## src/rtl/rdpd_pkg.sv

```systemverilog
// package for the rotary dial pulse decoder
// holds widths, limits, phase and register index codes, reset values
// no dependencies
package rdpd_pkg;

	localparam int TICK_W   = 16;
	localparam int SAMP_W   = 4;
	localparam int COUNT_W  = 5;
	localparam int DIGIT_W  = 4;
	localparam int NIBBLES  = 16;
	localparam int BUF_W    = NIBBLES * DIGIT_W;
	localparam int CFG_IDX_W  = 3;
	localparam int CFG_DATA_W = 16;

	localparam logic [COUNT_W-1:0] MAX_DIGITS  = 5'd16;
	localparam logic [DIGIT_W-1:0] MAX_WINDOWS = 4'd11;
	localparam logic [DIGIT_W-1:0] DIGIT_BASE  = 4'd10;

	localparam logic [TICK_W-1:0] RST_SAMPLE_INTERVAL = 16'd5;
	localparam logic [SAMP_W-1:0] RST_SAMPLES         = 4'd5;
	localparam logic [TICK_W-1:0] RST_CLOSED          = 16'd40;
	localparam logic [TICK_W-1:0] RST_GAP             = 16'd200;
	localparam logic [TICK_W-1:0] RST_TIMEOUT         = 16'd0;

	typedef enum logic [1:0] {
		PH_IDLE   = 2'd0,
		PH_SAMPLE = 2'd1,
		PH_CLOSED = 2'd2,
		PH_GAP    = 2'd3
	} phase_t;

	typedef enum logic [CFG_IDX_W-1:0] {
		REG_SAMPLE_INTERVAL = 3'd0,
		REG_SAMPLES         = 3'd1,
		REG_CLOSED          = 3'd2,
		REG_GAP             = 3'd3,
		REG_TIMEOUT         = 3'd4
	} cfg_reg_t;

endpackage

```

## src/rtl/rdpd_if.sv

```systemverilog
// channel interfaces of the rotary dial pulse decoder
// depends on rdpd_pkg

// contact level beats
interface rdpd_dial_if;
	logic valid;
	logic ready;
	logic pin_level;

	modport source (output valid, output pin_level, input ready);
	modport sink   (input valid, input pin_level, output ready);
endinterface

// published number beats
interface rdpd_result_if;
	logic                                valid;
	logic                                ready;
	logic [rdpd_pkg::BUF_W-1:0]          digits;
	logic [rdpd_pkg::COUNT_W-1:0]        digit_count;
	logic                                overflowed;

	modport source (output valid, output digits, output digit_count, output overflowed,
		input ready);
	modport sink   (input valid, input digits, input digit_count, input overflowed,
		output ready);
endinterface

```

## src/rtl/rotary_dial_pulse_decoder.sv

```systemverilog
// rotary dial pulse decoder top level
// depends on rdpd_pkg and the channel interfaces in rdpd_if.sv

// each dial beat is one tick of the contact level (1 open, 0 closed). a rising
// edge while idle starts a digit: pulse windows of samples_per_window samples
// spaced sample_interval_ticks apart, each window with a high sample counting one
// pulse and followed by closed_ticks of waiting, up to eleven windows. the first
// all-low window ends the digit (pulse count mod 10, no pulses means a glitch and
// no digit). up to sixteen digits pack into the buffer, first digit in the lowest
// nibble; extra digits are dropped and overflowed is set. the buffer is published
// as one result beat at once when timeout_ticks is zero, else when the timeout
// restarted by every digit runs out while idle; gap_ticks of dead time follow
// every digit and every publish. one dial beat is taken every cycle: the beat
// sits in an input register, the decode of a tick is a single pass of counter
// compares into the state and result registers, so a result passes the input
// register, then the result register, which decouples the sides; the dial
// side only stalls when a finished result is still waiting and another is due.
// configuration is a plain write port and should only change while idle.
module rotary_dial_pulse_decoder (
	input  logic                                clk,
	input  logic                                arst_n,
	rdpd_dial_if.sink                           dial,
	rdpd_result_if.source                       result,
	input  logic                                cfg_we,
	input  logic [rdpd_pkg::CFG_IDX_W-1:0]      cfg_index,
	input  logic [rdpd_pkg::CFG_DATA_W-1:0]     cfg_data
);

	// configuration registers
	logic [rdpd_pkg::TICK_W-1:0] interval_cfg_q;
	logic [rdpd_pkg::SAMP_W-1:0] samples_cfg_q;
	logic [rdpd_pkg::TICK_W-1:0] closed_cfg_q;
	logic [rdpd_pkg::TICK_W-1:0] gap_cfg_q;
	logic [rdpd_pkg::TICK_W-1:0] timeout_cfg_q;

	always_ff @(posedge clk or negedge arst_n) begin
		if (!arst_n) begin
			interval_cfg_q <= rdpd_pkg::RST_SAMPLE_INTERVAL;
			samples_cfg_q  <= rdpd_pkg::RST_SAMPLES;
			closed_cfg_q   <= rdpd_pkg::RST_CLOSED;
			gap_cfg_q      <= rdpd_pkg::RST_GAP;
			timeout_cfg_q  <= rdpd_pkg::RST_TIMEOUT;
		end else if (cfg_we) begin
			unique case (cfg_index)
				rdpd_pkg::REG_SAMPLE_INTERVAL: interval_cfg_q <= cfg_data;
				rdpd_pkg::REG_SAMPLES:         samples_cfg_q  <= cfg_data[rdpd_pkg::SAMP_W-1:0];
				rdpd_pkg::REG_CLOSED:          closed_cfg_q   <= cfg_data;
				rdpd_pkg::REG_GAP:             gap_cfg_q      <= cfg_data;
				rdpd_pkg::REG_TIMEOUT:         timeout_cfg_q  <= cfg_data;
				default: ;
			endcase
		end
	end

	// zero interval and zero sample count behave as one
	logic [rdpd_pkg::TICK_W-1:0] interval;
	logic [rdpd_pkg::SAMP_W-1:0] nsamp;
	assign interval = (interval_cfg_q == '0) ? rdpd_pkg::TICK_W'(1) : interval_cfg_q;
	assign nsamp    = (samples_cfg_q == '0) ? rdpd_pkg::SAMP_W'(1) : samples_cfg_q;

	// input register and handshake
	logic dial_valid_s1;
	logic pin_s1;
	logic res_valid_q;
	logic advance;

	assign dial.ready = !dial_valid_s1 || advance;

	always_ff @(posedge clk or negedge arst_n) begin
		if (!arst_n) begin
			dial_valid_s1 <= 1'b0;
		end else if (dial.ready) begin
			dial_valid_s1 <= dial.valid;
		end
	end

	always_ff @(posedge clk) begin
		if (dial.ready && dial.valid) begin
			pin_s1 <= dial.pin_level;
		end
	end

	// decoder state
	rdpd_pkg::phase_t                phase_q, phase_d;
	logic [rdpd_pkg::TICK_W-1:0]     ticks_q, ticks_d;
	logic [rdpd_pkg::SAMP_W-1:0]     sidx_q, sidx_d;
	logic                            saw_high_q, saw_high_d;
	logic [rdpd_pkg::DIGIT_W-1:0]    pulses_q, pulses_d;
	logic [rdpd_pkg::BUF_W-1:0]      buf_q, buf_d;
	logic [rdpd_pkg::COUNT_W-1:0]    count_q, count_d;
	logic                            ovf_q, ovf_d;
	logic [rdpd_pkg::TICK_W-1:0]     tleft_q, tleft_d;
	logic                            armed_q, armed_d;
	logic                            expired_q, expired_d;
	logic                            prev_q;

	// single pass decode of one tick
	logic                            rising;
	logic [rdpd_pkg::TICK_W-1:0]     ticks_inc;
	logic                            idle_check;
	logic                            closed_end;
	logic                            finish;
	logic                            publish;
	logic [rdpd_pkg::DIGIT_W-1:0]    digit;
	logic [rdpd_pkg::BUF_W-1:0]      pub_digits;
	logic [rdpd_pkg::COUNT_W-1:0]    pub_count;
	logic                            pub_ovf;

	assign rising    = pin_s1 && !prev_q;
	assign ticks_inc = ticks_q + rdpd_pkg::TICK_W'(1);

	always_comb begin
		phase_d    = phase_q;
		ticks_d    = ticks_q;
		sidx_d     = sidx_q;
		saw_high_d = saw_high_q;
		pulses_d   = pulses_q;
		buf_d      = buf_q;
		count_d    = count_q;
		ovf_d      = ovf_q;
		tleft_d    = tleft_q;
		armed_d    = armed_q;
		expired_d  = expired_q;
		idle_check = 1'b0;
		closed_end = 1'b0;
		finish     = 1'b0;
		publish    = 1'b0;
		digit      = '0;
		pub_digits = '0;
		pub_count  = '0;
		pub_ovf    = 1'b0;

		// one-shot timeout runs in every phase
		if (armed_q) begin
			tleft_d = tleft_q - rdpd_pkg::TICK_W'(1);
			if (tleft_d == '0) begin
				armed_d   = 1'b0;
				expired_d = 1'b1;
			end
		end

		unique case (phase_q)
			rdpd_pkg::PH_GAP: begin
				if (ticks_inc >= gap_cfg_q) begin
					phase_d    = rdpd_pkg::PH_IDLE;
					ticks_d    = '0;
					idle_check = 1'b1;
				end else begin
					ticks_d = ticks_inc;
				end
			end
			rdpd_pkg::PH_IDLE: begin
				idle_check = 1'b1;
			end
			rdpd_pkg::PH_SAMPLE: begin
				if (ticks_inc < interval) begin
					ticks_d = ticks_inc;
				end else begin
					ticks_d = '0;
					if (sidx_q < nsamp) begin
						saw_high_d = saw_high_q | pin_s1;
						sidx_d     = sidx_q + rdpd_pkg::SAMP_W'(1);
					end else if (!saw_high_q) begin
						finish = 1'b1;
					end else begin
						pulses_d   = pulses_q + rdpd_pkg::DIGIT_W'(1);
						saw_high_d = 1'b0;
						sidx_d     = '0;
						if (closed_cfg_q == '0) begin
							closed_end = 1'b1;
						end else begin
							phase_d = rdpd_pkg::PH_CLOSED;
						end
					end
				end
			end
			rdpd_pkg::PH_CLOSED: begin
				ticks_d = ticks_inc;
				if (ticks_inc >= closed_cfg_q) begin
					closed_end = 1'b1;
				end
			end
			default: ;
		endcase

		// end of closed wait: next window, or the digit ends after the last window
		if (closed_end) begin
			if (pulses_d >= rdpd_pkg::MAX_WINDOWS) begin
				finish = 1'b1;
			end else begin
				saw_high_d = pin_s1;
				sidx_d     = rdpd_pkg::SAMP_W'(1);
				ticks_d    = '0;
				phase_d    = rdpd_pkg::PH_SAMPLE;
			end
		end

		// idle: pending publish wins over a new edge
		if (idle_check) begin
			if (expired_d) begin
				publish = 1'b1;
				ticks_d = '0;
				phase_d = (gap_cfg_q == '0) ? rdpd_pkg::PH_IDLE : rdpd_pkg::PH_GAP;
			end else if (rising) begin
				pulses_d   = '0;
				saw_high_d = pin_s1;
				sidx_d     = rdpd_pkg::SAMP_W'(1);
				ticks_d    = '0;
				phase_d    = rdpd_pkg::PH_SAMPLE;
			end
		end

		// digit end: store the digit, restart the timeout or publish at once
		if (finish) begin
			if (pulses_d != '0) begin
				digit = (pulses_d >= rdpd_pkg::DIGIT_BASE) ?
					pulses_d - rdpd_pkg::DIGIT_BASE : pulses_d;
				if (count_q < rdpd_pkg::MAX_DIGITS) begin
					for (int i = 0; i < rdpd_pkg::NIBBLES; i++) begin
						if (count_q[rdpd_pkg::DIGIT_W-1:0] == rdpd_pkg::DIGIT_W'(i)) begin
							buf_d[i*rdpd_pkg::DIGIT_W +: rdpd_pkg::DIGIT_W] =
								buf_q[i*rdpd_pkg::DIGIT_W +: rdpd_pkg::DIGIT_W] | digit;
						end
					end
					count_d = count_q + rdpd_pkg::COUNT_W'(1);
				end else begin
					ovf_d = 1'b1;
				end
				if (timeout_cfg_q != '0) begin
					tleft_d = timeout_cfg_q;
					armed_d = 1'b1;
				end else begin
					publish = 1'b1;
				end
			end
			pulses_d   = '0;
			sidx_d     = '0;
			saw_high_d = 1'b0;
			ticks_d    = '0;
			phase_d    = (gap_cfg_q == '0) ? rdpd_pkg::PH_IDLE : rdpd_pkg::PH_GAP;
		end

		// publish takes the buffer as it stands and clears it
		if (publish) begin
			pub_digits = buf_d;
			pub_count  = count_d;
			pub_ovf    = ovf_d;
			buf_d      = '0;
			count_d    = '0;
			ovf_d      = 1'b0;
			expired_d  = 1'b0;
		end
	end

	// a tick waits only when it would publish over a result still waiting
	assign advance = dial_valid_s1 && (!res_valid_q || result.ready || !publish);

	always_ff @(posedge clk or negedge arst_n) begin
		if (!arst_n) begin
			phase_q    <= rdpd_pkg::PH_IDLE;
			ticks_q    <= '0;
			sidx_q     <= '0;
			saw_high_q <= 1'b0;
			pulses_q   <= '0;
			buf_q      <= '0;
			count_q    <= '0;
			ovf_q      <= 1'b0;
			tleft_q    <= '0;
			armed_q    <= 1'b0;
			expired_q  <= 1'b0;
			prev_q     <= 1'b0;
		end else if (advance) begin
			phase_q    <= phase_d;
			ticks_q    <= ticks_d;
			sidx_q     <= sidx_d;
			saw_high_q <= saw_high_d;
			pulses_q   <= pulses_d;
			buf_q      <= buf_d;
			count_q    <= count_d;
			ovf_q      <= ovf_d;
			tleft_q    <= tleft_d;
			armed_q    <= armed_d;
			expired_q  <= expired_d;
			prev_q     <= pin_s1;
		end
	end

	// result register
	logic [rdpd_pkg::BUF_W-1:0]   res_digits_q;
	logic [rdpd_pkg::COUNT_W-1:0] res_count_q;
	logic                         res_ovf_q;

	always_ff @(posedge clk or negedge arst_n) begin
		if (!arst_n) begin
			res_valid_q <= 1'b0;
		end else if (advance && publish) begin
			res_valid_q <= 1'b1;
		end else if (result.ready) begin
			res_valid_q <= 1'b0;
		end
	end

	always_ff @(posedge clk) begin
		if (advance && publish) begin
			res_digits_q <= pub_digits;
			res_count_q  <= pub_count;
			res_ovf_q    <= pub_ovf;
		end
	end

	assign result.valid       = res_valid_q;
	assign result.digits      = res_digits_q;
	assign result.digit_count = res_count_q;
	assign result.overflowed  = res_ovf_q;

endmodule
```

## src/flat_wrapper.sv

```systemverilog
// flat-port wrapper written by rule: the top's interface ports become plain ports
module rotary_dial_pulse_decoder_flat 
  (clk, arst_n, cfg_we, cfg_index, cfg_data, dial_valid, dial_pin_level, dial_ready, result_valid, result_digits, result_digit_count, result_overflowed, result_ready);
  rdpd_dial_if dial_i ();
  rdpd_result_if result_i ();
  input  logic clk;
  input  logic arst_n;
  input  logic cfg_we;
  input  logic [rdpd_pkg::CFG_IDX_W-1:0] cfg_index;
  input  logic [rdpd_pkg::CFG_DATA_W-1:0] cfg_data;
  input wire logic [$bits(dial_i.valid)-1:0] dial_valid;
  input wire logic [$bits(dial_i.pin_level)-1:0] dial_pin_level;
  output wire logic [$bits(dial_i.ready)-1:0] dial_ready;
  output wire logic [$bits(result_i.valid)-1:0] result_valid;
  output wire logic [$bits(result_i.digits)-1:0] result_digits;
  output wire logic [$bits(result_i.digit_count)-1:0] result_digit_count;
  output wire logic [$bits(result_i.overflowed)-1:0] result_overflowed;
  input wire logic [$bits(result_i.ready)-1:0] result_ready;
  assign dial_i.valid = dial_valid;
  assign dial_i.pin_level = dial_pin_level;
  assign dial_ready = dial_i.ready;
  assign result_valid = result_i.valid;
  assign result_digits = result_i.digits;
  assign result_digit_count = result_i.digit_count;
  assign result_overflowed = result_i.overflowed;
  assign result_i.ready = result_ready;
  rotary_dial_pulse_decoder u_core (.clk(clk), .arst_n(arst_n), .dial(dial_i), .result(result_i), .cfg_we(cfg_we), .cfg_index(cfg_index), .cfg_data(cfg_data));
endmodule
```

## config.mk

```make
export PLATFORM = sky130hd
export DESIGN_NAME = rotary_dial_pulse_decoder_flat
export DESIGN_NICKNAME = d
export VERILOG_FILES = /design/src/rtl/rdpd_pkg.sv /design/src/rtl/rdpd_if.sv /design/src/rtl/rotary_dial_pulse_decoder.sv /design/src/flat_wrapper.sv
export SDC_FILE = /design/constraint.sdc
export NUM_CORES = 1
export LEC_CHECK = 0
export BUFFER_PORTS_ARGS = -buffer_cell sky130_fd_sc_hd__buf_2
export CAP_MARGIN = 20
export CORE_MARGIN = 5
export CORE_UTILIZATION = 60
export CTS_CLUSTER_DIAMETER = 200
export DETAILED_ROUTE_END_ITERATION = 12
export HOLD_SLACK_MARGIN = 0.03
export PLACE_DENSITY = 0.79
export SLEW_MARGIN = 20
export SYNTH_ARGS = -nofsm -noshare
export SYNTH_HDL_FRONTEND = slang
export SYNTH_SLANG_ARGS = --single-unit
```

## constraint.sdc

```tcl
create_clock -name clk -period 10.7 [get_ports clk]
set_input_delay 1.605 -clock clk [delete_from_list [all_inputs] [get_ports clk]]
set_output_delay 1.605 -clock clk [all_outputs]
set_load 0.05 [all_outputs]
```

### After elaboration in Yosys (flattened, before gate mapping)

Cells that the tools add are included.
Widths: inputs -> output; s select.

* equal/unequal tests: 22
* add/subtract/negate cells: 6
* reduce and logical (&&, ||, !) cells: 27
* magnitude comparators: 7
* div/mod/pow operators: 0
* bitwise gates (word level): 17
* multiply operators: 0
* multiplexer cells: 113
* shift-type cells: 0

Operators with widths (count)
* $mux 64: 4
* $mux 16: 13
* $mux 4: 36
* $logic_not 16->1: 4
* $or 4x4->4: 16
* $pmux 16 s3: 1
* $mux 1: 40
* $eq 4x4->1 const B: 8
* $ge 16x16->1: 2
* $mux 2: 12
* $mux 5: 4
* $add 16x1->16 const B: 1
* $eq 4x3->1 const B: 4
* $lt 16x16->1: 1
* $reduce_bool 16->1: 1
* $sub 16x1->16 const B: 1
* $reduce_and 2->1: 5
* $add 4x1->4 const B: 2
* $eq 4x2->1 const B: 2
* $ge 4x4->1 const B: 2
* $logic_not 4->1: 2
* $eq 3x2->1 const B: 2
* $add 5x1->5 const B: 1
* $lt 5x5->1 const B: 1
* other kinds (17): 27

* memories kept: 0
* memory bits (writable): 0
* bits in latches: 0
* register bits: 257
* bits in read-only memories: 0
* input bits: 25

### Logic depth before layout (Yosys ltp)

Gate-level depths: netlist of run 1.

* word-level depth: 17
* mapped depth: 22
* gate-level depth less buffers: 20

### Least setup slack after synthesis of run 1

OpenSTA, ideal clock, no wires.

* path type: flip-flop to output port
* from: register u_core.ticks_q[0] (netlist bit)
* to: output dial_ready
* cell stages (with the launch flop): 22
* setup slack: 4545 ps
* arrival: 4550 ps
* cells stage by stage: dfrtp_1 -> ha_1 -> nand3_1 -> or2_2 -> nor2_1 -> and3_1 -> and3_1 -> xor2_1 -> ha_1 -> nand2_1 -> a21oi_1 -> a221o_1 -> a31o_1 -> buf_2 -> a41oi_1 -> a31oi_1 -> o31a_1 -> buf_2 -> o31a_1 -> buf_2 -> nor2_1 -> nand2_1

* word-level cells in the longest chain between the ends: 14
* elaborated cells on any way between the ends: 28
* classes of those cells: add/sub: 1; order compare: 4; mux: 18; reduce/logical: 5

Ends and longest elaborated chain
* start: declaration: RTL line rotary_dial_pulse_decoder.sv:85 `logic [rdpd_pkg::TICK_W-1:0] ticks_q, ticks_d;`
* start signal: assignment: RTL line rotary_dial_pulse_decoder.sv:274 `ticks_q <= ticks_d;`
* $add 16x1->16 (*): RTL line rotary_dial_pulse_decoder.sv:110 `assign ticks_inc = ticks_q + rdpd_pkg::TICK_W'(1);`
* $lt 16x16->1: RTL line rotary_dial_pulse_decoder.sv:156 `if (ticks_inc < interval) begin`
* $mux 4: RTL line rotary_dial_pulse_decoder.sv:156
* $mux 4: RTL line rotary_dial_pulse_decoder.sv:142 `unique case (phase_q)`
* $mux 4: RTL line rotary_dial_pulse_decoder.sv:204 `end else if (rising) begin`
* $mux 4: RTL line rotary_dial_pulse_decoder.sv:200 `if (expired_d) begin`
* $mux 4: RTL line rotary_dial_pulse_decoder.sv:199 `if (idle_check) begin`
* $reduce_bool 4->1: RTL line rotary_dial_pulse_decoder.sv:215 `if (pulses_d != '0) begin`
* $mux 1: RTL line rotary_dial_pulse_decoder.sv:215
* $mux 1 (*): RTL line rotary_dial_pulse_decoder.sv:214 `if (finish) begin`
* $logic_not 1->1 (*): RTL line rotary_dial_pulse_decoder.sv:256 `assign advance = dial_valid_s1 && (!res_valid_q || result.ready || !publish);`
* $logic_or 1x1->1 (*): RTL line rotary_dial_pulse_decoder.sv:256
* $logic_and 1x1->1 (*): RTL line rotary_dial_pulse_decoder.sv:256
* $logic_or 1x1->1 (*): RTL line rotary_dial_pulse_decoder.sv:67 `assign dial.ready = !dial_valid_s1 || advance;`
* end: declaration: RTL line flat_wrapper.sv:13 `output wire logic [$bits(dial_i.ready)-1:0] dial_ready;`

Mark *: on every way between the ends. The rest lies on a longest branch, timed or not.

### Worst setup path after layout of run 1

Ends and elaborated chain as after synthesis.

==> results of run 1 <==
==> cell families after synthesis <==
kind of cell,count (synthesis)
buf+inv,152
compound gates,344
fa+ha+maj,65
flops,257
simple gates,437
mux,56
xor+xnor,22
==> worst min-delay path by stage <==
stage | cells after the start | endpoint | from | slack, ns
after floorplan | 2 | u_core.prev_q | u_core.prev_q | 0.45
after global placement | 2 | u_core.prev_q | u_core.prev_q | 0.46
after detailed placement | 1 | u_core.buf_q[59] | u_core.buf_q[59] | 0.48
after CTS | 2 | u_core.prev_q | u_core.prev_q | 0.49
after global routing | 2 | u_core.prev_q | u_core.prev_q | 0.50
final | 2 | u_core.prev_q | u_core.prev_q | 0.49
==> metal layers <==
| metal | up-vias | part of all wire | global-route usage | wire length [um] |
|---|---|---|---|---|
| met1 | 5064 | 0.42 | 0.342 | 13800 |
| met2 | 383 | 0.49 | 0.420 | 15800 |
| met3 | 61 | 0.066 | 0.0347 | 2130 |
| met4 | 0 | 0.023 | 0.0665 | 748 |
| met5 | - | 0 | 0 | 0 |
| li1 | 4927 | - | - | - |
==> cells in the final DEF, fill, tap and decap left out, types with 10 or more instances in the layout <==
| cell type | n |
|---|---|
| buf_2 | 95 |
| clkbuf_16 | 27 |
| o21ai_0 | 62 |
| a21oi_1 | 112 |
| a31oi_1 | 39 |
| and3_1 | 20 |
| nor2b_1 | 10 |
| xnor2_1 | 13 |
| nor2_1 | 174 |
| inv_1 | 84 |
| o22ai_1 | 12 |
| dfrtp_1 | 177 |
| nand3_1 | 25 |
| and2_1 | 15 |
| o2bb2ai_1 | 16 |
| a22o_1 | 12 |
| mux2_2 | 36 |
| ha_1 | 65 |
| nand2_1 | 94 |
| edfxtp_1 | 71 |
| nor3_1 | 21 |
| mux2i_1 | 20 |
| nor4_1 | 22 |
| buf_4 | 13 |
| o21ai_1 | 15 |
==> power groups by stage <==
stage / Combinational [uW] / Clock [uW] / Sequential [uW]
2_1_floorplan: 261 / 0 / 1140
3_3_place_gp: 351 / 0 / 1160
3_5_place_dp: 366 / 0 / 1160
4_1_cts: 368 / 903 / 1150
5_1_grt: 419 / 951 / 1150
6_report: 370 / 892 / 1150
==> sequential cells by signal (all words and copies together) (netlist names), 5 cells and up <==
register                   cells
u_core.buf_q                  64
u_core.result.digits          64
u_core.closed_cfg_q           16
u_core.gap_cfg_q              16
u_core.interval_cfg_q         16
u_core.ticks_q                16
u_core.timeout_cfg_q          16
u_core.tleft_q                16
u_core.count_q                 5
u_core.result.digit_count      5
==> through the flow <==
step                instance area, sq um  cells   util  setup WS (ns)  hold WS [ns]
floorplan                          13300   1333      -           4.55         0.446
global placement                   14000   1657  0.640           3.10         0.463
detailed placement                 14000   1657  0.640           2.86         0.476
CTS                                14800   1707  0.679           2.27         0.494
global route                       14800   1707  0.679           1.70         0.505
finish                             14800   1707  0.679           2.23         0.492
==> worst min-delay path, stage by stage (launching register included) <==
cell	delay (ns)
dfrtp_1	0.34
nand2_1	0.05
nand2_1	0.06
==> layout make-up <==
| cell class | count | area share |
|---|---|---|
| clock buffer | 39 | 0.0507 |
| tap | 280 | 0.0237 |
| sequential | 257 | 0.459 |
| inverter | 86 | 0.0220 |
| clock inverter | 11 | 0.00583 |
| timing repair buffer | 110 | 0.0402 |
| multi-input combinational | 924 | 0.399 |
==> metrics, run 1 <==
Setup crit start=u_core.ticks_q[0]; Hold Path Class=register to register; Largest delay share family, worst path=compound AO/OA/AOI/OAI gates; nets=1496; Synth area leader=dfrtp_1; first-pass GRT wire length=53200 um; switching share of power=0.279; Synth Area in Adders=0.0612; CTS H-Tree Depth=1; Boundary Pins=97; Total GRT Usage=0.249; worst vdd ir=between 150 and 200 uV; Mean Syn Cell Area=9.96 sq um; worst r2r src=u_core.ticks_q[0]; DRT iter0 DRCs=859; reg-to-reg endpoint=u_core.pin_s1; post-synth cell types=76; Crit path depth=20; Yosys reg bits=257; Setup Buffers After CTS=0; DP HPWL=~22000 um; routed len/inst=19.0 um; Clock Path Buffers=3; die area=25200 sq um; worst path bufs/invs=2; final hold vios=0; top_reg_cell synth=dfrtp_1; TritonCTS buffer count=27; RSZ-0062 raised after global routing=no; clock root cell=clkbuf_16; Power Density=163 nW/um^2; Flop pwr share=0.476; Clock Skew=0.0154 ns; largest cells by area after synthesis=dfrtp_1 (33%), edfxtp_1 (16%), ha_1 (6.1%); Slew @ Worst Pin=1.01 ns; P_int=approximately 1700 uW; leakage dissipation=0.00673 uW; vias in the first global route=10200; Synth Net Count=1423; clock slew at reported path FFs=0.06 ns; core area=21800 sq um; vias per inst=6.11; Max Slew Vio Count=0; P&R area growth vs syn=11.5%; compound-cell area share of the yosys netlist=0.163; Gate power share=0.154; sequential fraction of the synthesis area=0.512; initial core utilization=0.609; EDFF count, synth=71; die width=159 um; FP Rows=54; crit-path max cell delay=approximately 0.84 ns; Syn Std Cell Area=13300 sq um; hold_buf cts=0; largest family of logic cells by synthesized area=compound AO/OA/AOI/OAI gates; Yosys Warn Count=0; R2R depth=19; final RePlAce weighted congestion=0.901; Final TNS setup=0 ns; DR vias=10400; net switching power=672 uW; share of the synthesized area in the top cell type=0.334; Post-synth top cells=dfrtp_1 (177), nor2_1 (174), a21oi_1 (112); R2R setup slack=3.91 ns; most common cell in the netlist=dfrtp_1; final setup fails=0; share of layout cells above drive strength 1=0.153; diode count=0; mux contribution to synthesized area=0.0456; number of remaining DRC errors=0; Max Clock Freq=118 MHz; ys async rst share=0.724; final worst path period need=8.47 ns; gr ovfl total=0; Register Area=6800 sq um; drt first pass iters=6; most used cell, CP=nand2_1; share of total power in the clock network=0.370; slowest CP cell=o31a_1; remaining antenna violation count=0; Post-Synthesis Cells=1333; IO Port Bufs=96; Detailed Route WL=32500 um; number of fill cells=roughly 1700; CP Max Fanout=84; cts repair resizes=0; CTS tree=built; Worst Setup Start Kind=register; Worst Setup EP=dial_ready; Clock Latency Late Sink=between 0.5 and 0.6 ns; Req. time, crit path=9.10 ns; largest net degree at the start of global routing=105; Sink Count=257; number of antenna violations at the first check in global routing=0; simple-gate share of the synthesized area=0.156; CP endpoint kind=primary output; maxcap violations=0; critical-path cell list=nand3_1 > nor2_1 > nand2_1 > nor3_1 > and3_1 > and3_1 > xor2_1 > ha_1 > nand2_1 > a21oi_1 > a221o_1 > a31oi_1 > o21ai_0 > a21oi_1 > o31a_1 > o31a_2 > buf_4 > nor2_1 > nand2_1 > buf_2; Multi-input gate area=between 5000 and 6000 sq um; Max transition margin=0.322; CP Class=register to primary output; fin crit share=0.791; Arr. time, crit path=6.86 ns; outcome=completed; Synth Area in XOR/XNOR=0.0145; Die Y=159 um; PnR Total Power=2410 uW
Note: power is estimated with default switching activity, not from simulation.
==> inputs of run 2 (changes only) <==
Settings changed: ABC_AREA set to 1.
Clock period 10.7 ns to 8.8 ns, I/O delays scaled along.
==> metrics, run 2 <==
die width=164 um (+3.2%); crit-path max cell delay=0.73 ns (-0.11 ns); outcome=completed; Total GRT Usage=0.245 (-0.00405); Req. time, crit path=7.48 ns (-1.62 ns); drt first pass iters=8 (+2); Register Area=6800 sq um (unchanged); share of layout cells above drive strength 1=0.106 (-0.0478); final hold vios=0 (unchanged); met1 usage=0.323 (-0.0195); final worst path period need=7.49 ns; FP Rows=56 (+3.7%); most frequent cells in the layout=nand2_1 (522), inv_1 (239), dfrtp_1 (177); clock root cell=clkbuf_16; number of fill cells=1980 (+18%); Max transition margin=0.312 (-0.0102); Largest delay share family, worst path=simple AND/OR/NAND/NOR gates; Clock Skew=0.0178 ns (+0.00240 ns); gr ovfl total=0 (unchanged); Multi-input gate area=6110 sq um (+3.5%); CP Max Fanout=29 (-65%); R2R setup slack=2.07 ns (-1.84 ns); Die Y=164 um (+3.2%); die area=26900 sq um (+6.6%); Placed Cells=2131 (+29%); CTS H-Tree Depth=1 (unchanged); CP Class=register to primary output; final RePlAce weighted congestion=0.918 (+1.9%); worst hold margin=0.475 ns (-0.0174 ns); Hold Path Class=register to register; Setup Buffers After CTS=0 (unchanged); Clock Path Buffers=3 (unchanged); slowest CP cell=nand2_1; Sink Count=257 (unchanged); most used cell, CP=nand2_1; Util after Layout=0.670 (-0.00880); worst path bufs/invs=5 (+3); Mean Syn Cell Area=8.00 sq um (-20%); largest cells by area after synthesis=dfrtp_1 (31%), edfxtp_1 (15%), nand2_1 (14%); diode count=0 (unchanged); Post-Synthesis Cells=1776 (+33%); largest net degree at the start of global routing=112 (+6.7%); fin crit share=0.851; DRT iter0 DRCs=862 (+0.35%); share of the synthesized area in the top cell type=0.312 (-0.0219); Power Density=258 nW/um^2 (+59%); Synth area leader=dfrtp_1; met3 usage=0.0296 (-0.00512); sequential fraction of the synthesis area=0.478 (-0.0336); remaining antenna violation count=0 (unchanged); Worst Setup Start Kind=register; most common cell in the netlist=nand2_1; Most Crowded Layer GR=met2; Yosys reg bits=257 (unchanged); number of antenna violations at the first check in global routing=0 (unchanged); Max Clock Freq=133 MHz; Clock Latency Late Sink=0.55 ns (about the same); worst vdd ir=175 uV (+8.9%); Syn Std Cell Area=14200 sq um (+7.0%); TritonCTS buffer count=28 (+3.7%); CTS tree=built; RSZ-0062 raised after global routing=no; PnR Total Power=4050 uW (+68%); leading cell type in the layout, fill and taps excluded=nand2_1; Slew @ Worst Pin=1.03 ns (+0.0153 ns); top_reg_cell synth=dfrtp_1; DP HPWL=22900 um (+2.7%); Post-synth top cells=nand2_1 (522), inv_1 (240), dfrtp_1 (177); IO Port Bufs=96 (unchanged); Max Slew Vio Count=0 (unchanged); vias in the first global route=11200 (+10%); leakage dissipation=0.00775 uW (+15%); Arr. time, crit path=6.17 ns (-0.69 ns); met2 usage=0.422 (+0.00223); post-synth cell types=48 (-37%); vias per inst=5.40 (-12%); maxcap violations=0 (unchanged); routed len/inst=15.1 um (-21%); Yosys Warn Count=0 (unchanged); number of remaining DRC errors=0 (unchanged); Final TNS setup=0 ns (unchanged); first-pass GRT wire length=54200 um (+1.8%); P&R area growth vs syn=10.3%; EDFF count, synth=71 (unchanged); Detailed Route WL=33000 um (+1.5%); ys async rst share=0.724 (unchanged); DR vias=11800 (+13%); cts repair resizes=0 (unchanged); nets=1933 (+29%); final setup fails=0 (unchanged); initial core utilization=0.607 (-0.00117); Boundary Pins=97 (unchanged); core area=23400 sq um (+7.2%); CP endpoint kind=primary output; Synth Net Count=1866 (+31%); hold_buf cts=0 (unchanged); fin cells=2184 (+28%); clock slew at reported path FFs=0.06 ns (about the same)
## run 2: worst paths after layout
| check | cells after the start | to | from |
|---|---|---|---|
| max | 30 | dial_ready | u_core.ticks_q[0] |
| min | 2 | u_core.buf_q[13] | u_core.buf_q[13] |
| max reg2reg | 33 | u_core.tleft_q[12] | u_core.ticks_q[0] |
| min reg2reg | 2 | u_core.buf_q[13] | u_core.buf_q[13] |
| max in group asynchronous | 2 | u_core.interval_cfg_q[13] | arst_n |
| min in group asynchronous | 1 | u_core.buf_q[51] | arst_n |
## run 2: through the flow
step / cell area (sq um) / setup slack [ns]
after floorplan: 14200 / 2.86
after global placement: 14800 / 2.05
after detailed placement: 14800 / 1.94
after CTS: 15700 / 1.36
after global routing: 15700 / 0.773
final: 15700 / 1.31
## run 2: worst min-delay path, stage by stage (launching register included)
cell     delay (ns)
dfrtp_1        0.34
nand2_1        0.05
nand2_1        0.06
## run 2: area by class of cell
cell class                 count  area share
sequential                   257       0.434
timing repair buffer         105      0.0360
multi-input combinational   1205       0.390
tap                          319      0.0255
clock inverter                14     0.00718
inverter                     246      0.0589
clock buffer                  38      0.0491
## run 2: kinds of logic (layout without fill, tap and decap cells)
family / Yosys count / after routing / share of synthesized area
buf+inv: 314 / 403 / 0.0927
flops: 257 / 257 / 0.478
xor+xnor: 25 / 25 / 0.0154
simple gates: 812 / 812 / 0.244
mux: 1 / 1 / 0.000704
fa+ha+maj: 65 / 65 / 0.0572
compound gates: 302 / 302 / 0.112
## run 2: where the power goes
group	leakage (uW)	internal [uW]	switching (uW)
registers	0.00312	1420	151
logic	0.00419	406	942
clock network	0.000437	645	480
## run 2: layer usage
| metal | share of wire | vias up | routed length (um) |
|---|---|---|---|
| met5 | 0 | - | 0 |
| met3 | 0.050 | 88 | 1660 |
| met4 | 0.037 | 0 | 1210 |
| met1 | 0.42 | 5473 | 14000 |
| li1 | - | 5878 | - |
| met2 | 0.49 | 353 | 16100 |
